## config.mk

```make
export PLATFORM = sky130hd
export DESIGN_NAME = pedd_ctrl
export DESIGN_NICKNAME = d
export VERILOG_FILES = /design/src/sv/pedd_pkg.sv /design/src/sv/pedd_ctrl.sv
export SDC_FILE = /design/constraint.sdc
export NUM_CORES = 1
export LEC_CHECK = 0
export ABC_AREA = 1
export BUFFER_PORTS_ARGS = -buffer_cell sky130_fd_sc_hd__buf_2
export CAP_MARGIN = 0
export CORE_AREA = 2 2 39 41
export CTS_CLUSTER_DIAMETER = 100
export DETAILED_ROUTE_END_ITERATION = 8
export DIE_AREA = 0 0 41 43
export PLACE_DENSITY_LB_ADDON = 0.08
export SYNTH_ARGS = -nofsm -noshare
export SYNTH_HDL_FRONTEND = slang
export SYNTH_SLANG_ARGS = --single-unit
```

## constraint.sdc

```tcl
create_clock -name i_clk -period 1.4 [get_ports i_clk]
set_input_delay 0 -clock i_clk [delete_from_list [all_inputs] [get_ports i_clk]]
set_output_delay 0 -clock i_clk [all_outputs]
set_load 0.005 [all_outputs]
```

## src/sv/pedd_pkg.sv

```systemverilog
`default_nettype none
package pedd_pkg;

    localparam int PALETTE_DEPTH = 64;
    localparam int LINE_MAX      = 1024;
    localparam int PAL_AW        = $clog2(PALETTE_DEPTH);
    localparam int LB_AW         = $clog2(LINE_MAX);
    localparam int CNT_W         = $clog2(PALETTE_DEPTH + 1);
    localparam int LEN_W         = $clog2(LINE_MAX + 1);
    localparam int DIST_W        = 23;

    localparam logic [4:0] W_BLUE  = 5'd11;
    localparam logic [5:0] W_GREEN = 6'd59;
    localparam logic [4:0] W_RED   = 5'd30;

    localparam logic       OP_PAL = 1'b0;
    localparam logic       OP_PIX = 1'b1;
    localparam logic [7:0] TRANSP_INDEX = 8'hFF;

    localparam logic [2:0] CFG_PAL_COUNT = 3'd0;
    localparam logic [2:0] CFG_LINE_LEN  = 3'd1;
    localparam logic [2:0] CFG_LINE_CNT  = 3'd2;
    localparam logic [2:0] CFG_ALPHA_THR = 3'd3;
    localparam logic [2:0] CFG_ALPHA_EN  = 3'd4;

    typedef enum logic [3:0] {
        S_CLEAR, S_IDLE, S_START, S_LBRD, S_VAL, S_SRCH, S_DRAIN,
        S_FETCH, S_ERR, S_WL, S_WH, S_DONE
    } t_state;

    typedef struct packed {
        logic [CNT_W-1:0] pal_count;
        logic [LEN_W-1:0] line_len;
        logic [15:0]      line_cnt;
        logic [7:0]       alpha_thr;
        logic             alpha_en;
    } t_cfg;

    typedef struct packed {
        logic ready;
        logic clr;
        logic norm;
        logic lb_rd;
        logic calc_val;
        logic issue;
        logic fetch;
        logic calc_err;
        logic wr_left;
        logic wr_here;
        logic out_load;
    } t_cmd;

    typedef struct packed {
        logic in_valid;
        logic in_pix;
        logic clr_last;
        logic transp;
        logic issue_last;
        logic pipe_empty;
        logic out_free;
    } t_sts;

endpackage
`default_nettype wire

```

## src/sv/pedd_ctrl.sv

```systemverilog
`default_nettype none
module pedd_ctrl
    import pedd_pkg::*;
(
    input  wire logic i_clk,
    input  wire logic i_rst_n,
    input  wire t_sts i_sts,
    output t_cmd      o_cmd
);
    t_state r_state, n_state;

    always_ff @(posedge i_clk) begin
        if (!i_rst_n) begin
            r_state <= S_CLEAR;
        end else begin
            r_state <= n_state;
        end
    end

    always_comb begin
        n_state = r_state;
        o_cmd   = '0;
        unique case (r_state)
            S_CLEAR: begin
                o_cmd.clr = 1'b1;
                if (i_sts.clr_last) n_state = S_IDLE;
            end
            S_IDLE: begin
                o_cmd.ready = 1'b1;
                if (i_sts.in_valid && i_sts.in_pix) n_state = S_START;
            end
            S_START: begin
                o_cmd.norm = 1'b1;
                n_state = S_LBRD;
            end
            S_LBRD: begin
                o_cmd.lb_rd = 1'b1;
                n_state = S_VAL;
            end
            S_VAL: begin
                o_cmd.calc_val = 1'b1;
                n_state = i_sts.transp ? S_ERR : S_SRCH;
            end
            S_SRCH: begin
                o_cmd.issue = 1'b1;
                if (i_sts.issue_last) n_state = S_DRAIN;
            end
            S_DRAIN: begin
                if (i_sts.pipe_empty) n_state = S_FETCH;
            end
            S_FETCH: begin
                o_cmd.fetch = 1'b1;
                n_state = S_ERR;
            end
            S_ERR: begin
                o_cmd.calc_err = 1'b1;
                n_state = S_WL;
            end
            S_WL: begin
                o_cmd.wr_left = 1'b1;
                n_state = S_WH;
            end
            S_WH: begin
                o_cmd.wr_here = 1'b1;
                n_state = S_DONE;
            end
            S_DONE: begin
                if (i_sts.out_free) begin
                    o_cmd.out_load = 1'b1;
                    n_state = S_IDLE;
                end
            end
            default: n_state = S_CLEAR;
        endcase
    end
endmodule
`default_nettype wire

```

# ---- Word level (Yosys, flattened, before mapping)
# Cells that the tools add are included.
# W data, S select, Z words.
dict set report totals {
  register_bits 4
  inputBits 9
  output_inout_bits 11
  wordCells 39
}
dict set report classes {
  eq_ne 16
  n_mux 19
  n_reduce_logical 3
}
# cell count
set ops {}
lappend ops {{$pmux W4 S12} 1}
lappend ops {{$mux W4} 6}
lappend ops {{$eq A4 B3 Y1 const B} 4}
lappend ops {{$eq A4 B4 Y1 const B} 4}
lappend ops {{$mux W1} 12}
lappend ops {{$ne A2 B2 Y1 const B} 5}
lappend ops {{$eq A4 B2 Y1 const B} 2}
lappend ops {{$reduce_and A5 Y1} 1}
lappend ops {{$eq A4 B1 Y1 const B} 1}
lappend ops {{$logic_not A4 Y1} 1}
lappend ops {{$logic_and A1 B1 Y1} 1}

# ---- Longest topological paths before layout
dict set report logic_depth {
  ltp_word 3
  mapped_depth 8
  ltp_nobuf 8
}

# ---- Worst setup path before layout
# OpenSTA, ideal clock, no wires.
dict set report synth_path {
  path_kind {register to register}
  start {reg r_state[2]}
  end {reg r_state[1]}
  setup_ns 0.113
  t_arrival_ns 0.919
  required_ns 1.287
  setup_slack_ns 0.367
  path_stages_with_launch 8
  n_path_buf 0
  cell_sequence {dfxtp_1 inv_1 nand2_1 inv_1 nand3_1 o21ai_0 o21ai_1 nor2_1}
}
dict set report synth_between {
  elab_chain_cells 3
  elab_cells_between_ends 19
}
# element line_no
set synth_lines {}
lappend synth_lines {{start, declared} pedd_ctrl.sv:10} ;# t_state r_state, n_state;
lappend synth_lines {{start signal, assigned} pedd_ctrl.sv:16} ;# r_state <= n_state;
lappend synth_lines {{$eq A4 B1 Y1 (tied with other cells)} pedd_ctrl.sv:23} ;# unique case (r_state)
lappend synth_lines {{$ne A2 B2 Y1 (no source line)} -}
lappend synth_lines {{$reduce_and A5 Y1 (no source line)} -}
# Parallel ways exist; a longest one is shown, timed or not.
# A chain may end at the register's enable or synchronous reset.

# ---- Final worst setup path
dict set report layout_path {
  start {reg r_state[3]}
  end {reg r_state[0]}
}
# Same word-level chain as after synthesis.

==> results.toml <==
[cts]
htreeDepth = 1
cts_sinks = 4
root_buffer = "clkbuf_4"
max-clock-path-buffers = 2
cts_setup_buffers = 0
cts_buffers = 3
cts_tree = "built"
clkLatencyLatePin_ns = 0.23
ctsResizeCount = 0
clk_pin_slew_ns = 0.04

[synthesis]
yosys_warnings = 0
ys_seq_area_frac = 0.213
synth_edf_count = 0
netlist_area_sq_um = 377
synth_most_common_cell = "inv_1"
synth.area.top_cells = "dfxtp_1 21%, inv_1 18%, nand2_1 17%"
yosys_register_bits = 4
synth_cell_type_count = 14
synth.avg_cell_area_sq_um = 5.02
yosys.area.top_type_share = 0.213
syn-num-nets = 84
netlist_top_cells_count = "18 x inv_1, 17 x nand2_1, 15 x nor2_1, 8 x nand3_1, 4 x dfxtp_1"
yosysTopAreaCell = "dfxtp_1"
async_reset_ff_frac = 0
netlist_instances = 75
synth-main-ff-cell = "dfxtp_1"

[grt]
grt_pass1_wl_um = 1420
use_met2 = 0.191
grt_pass1_vias = 398
groute.usage.overall = 0.115
grt_max_degree = 7
overflow = 0
gr-usage-met3 = 0.0157
top_usage_layer = "met2"
antenna_found_initial = 0
grt_util_met1 = 0.135

[routing]
via_per_inst = 4.34
dr_total_vias = 499
drc_errors = 0
drt-initial-drc-count = 10
ant_nets = 0
wire_per_inst_um = 8.73
drt_wl_total_um = 1000
dr.pass1.iters = 4

[sta]
fin_crit_ns = 1.27
worst-slew-pin-transition_ns = 0.396
holdWs_ns = 0.118
slew_headroom = 0.735
setup_tns_ns = 0
final_hold_viol_count = 0
fin_crit_sh = 0.908
drv_slew = 0
max_freq_ghz = 0.787
rsz0062_at_grt = "no"
fin_skew_ns = 0.000544
setup_violations = 0

[worst_hold_path]
hold_class = "input port to register"
worstHoldStart = "i_sts[3]"

[worst_setup_path]
crit_path_start_kind = "register"
critPathLaunch = "r_state[3]"
rr_startpoint = "r_state[3]"
required_ns = 1.52
path_class = "register to register"
arrival_ns = 1.39
cp-end-kind = "register"
cp_max_fo = 5

[cells_and_area]
utilization = 0.384
antennaDiodeCount = 0
largest_reg_flops = 4
drive_gt1_frac = 0.283
regMostFlops = "r_state"
syn2layout_area_growth_pct = 41.2
final_nets = 110
top_regs = "r_state (4)"

[die]
row_count = 14
chipWidth_um = 41
start_util = 0.272
core_area_sq_um = 1380
io_pins = 20
dieArea_sq_um = 1760
dieHeight_um = 43

[power]
p_total_w = 0.000587
leakagePower_nw = 0.380
p_per_area_nw_per_um2 = 1100
peakVddDrop_uv = 460

[place]
gp_congestion = 0.810
dp_hpwl_um = 835
io_buffer_count = 19

[flow_run]
drv_cap = 0

[status]
outcome = "finished clean"
-- power by group --
part           leakage [nW]  switching (W)  total, W  internal (W)
Clock                0.0138      0.0000425  0.000138     0.0000956
Combinational         0.334       0.000171  0.000287      0.000116
Sequential           0.0327      0.0000277  0.000162      0.000134
-- layout by cell type (no fill, tap or decap), types with 2 or more instances in the layout --
| master | netlist | layout |
|---|---|---|
| a21oi_1 | 2 | 2 |
| buf_2 | 0 | 19 |
| clkbuf_4 | 0 | 3 |
| dfxtp_1 | 4 | 4 |
| inv_1 | 18 | 18 |
| inv_2 | 3 | 3 |
| nand2_1 | 17 | 17 |
| nand3_1 | 8 | 8 |
| nor2_1 | 15 | 15 |
| o21ai_0 | 2 | 2 |
-- through the flow --
| step | worst slack (ns) | cell area, sq um | std cells |
|---|---|---|---|
| final | 0.129 | 532 | 115 |
| after global routing | 0.0470 | 532 | 115 |
| after CTS | 0.140 | 532 | 115 |
| after detailed placement | 0.149 | 499 | 111 |
| after global placement | 0.113 | 499 | 111 |
| after floorplan | 0.367 | 377 | 75 |
-- cell type report --
class	instances	area [sq um]
Fill cell	158	852
Multi-Input combinational cell	50	218
Inverter	21	78.8
Tap cell	16	20.0
Timing Repair Buffer	21	113
Clock buffer	3	22.5
Sequential cell	4	80.1
-- per-layer routing --
layer  wire [um]  vias up
met5           0        -
met4           0        0
met3          70        0
met2         524       16
met1         409      209
li1            -      274
-- worst max-delay path: stages, from the launching register on --
cell and delay [ns]:
dfxtp_1 0.33, nor2_1 0.34, nand2_1 0.12, nor2_1 0.11
nor2_1 0.04, a21oi_1 0.16, nor2_1 0.05
-- worst paths after layout --
path                            slack, ns  depth (start not counted)    endpoint
worst min register to register       0.71                          3  r_state[1]
worst max register to register       0.13                          6  r_state[0]
worst min-delay path                 0.12                          5  r_state[3]
worst max-delay path                 0.13                          6  r_state[0]
-- kinds of logic after synthesis --
group / synth area share
flip-flops: 0.213
AO/OA/AOI/OAI: 0.0864
AND/OR/NAND/NOR: 0.492
buffers and inverters: 0.209
-- what timing repair did --
action,in CTS,in global routing
hold endpoints to repair,2,0
hold buffers,1,0
endpoints found under the setup margin,0,0
Power figures use the tool's default switching activity.
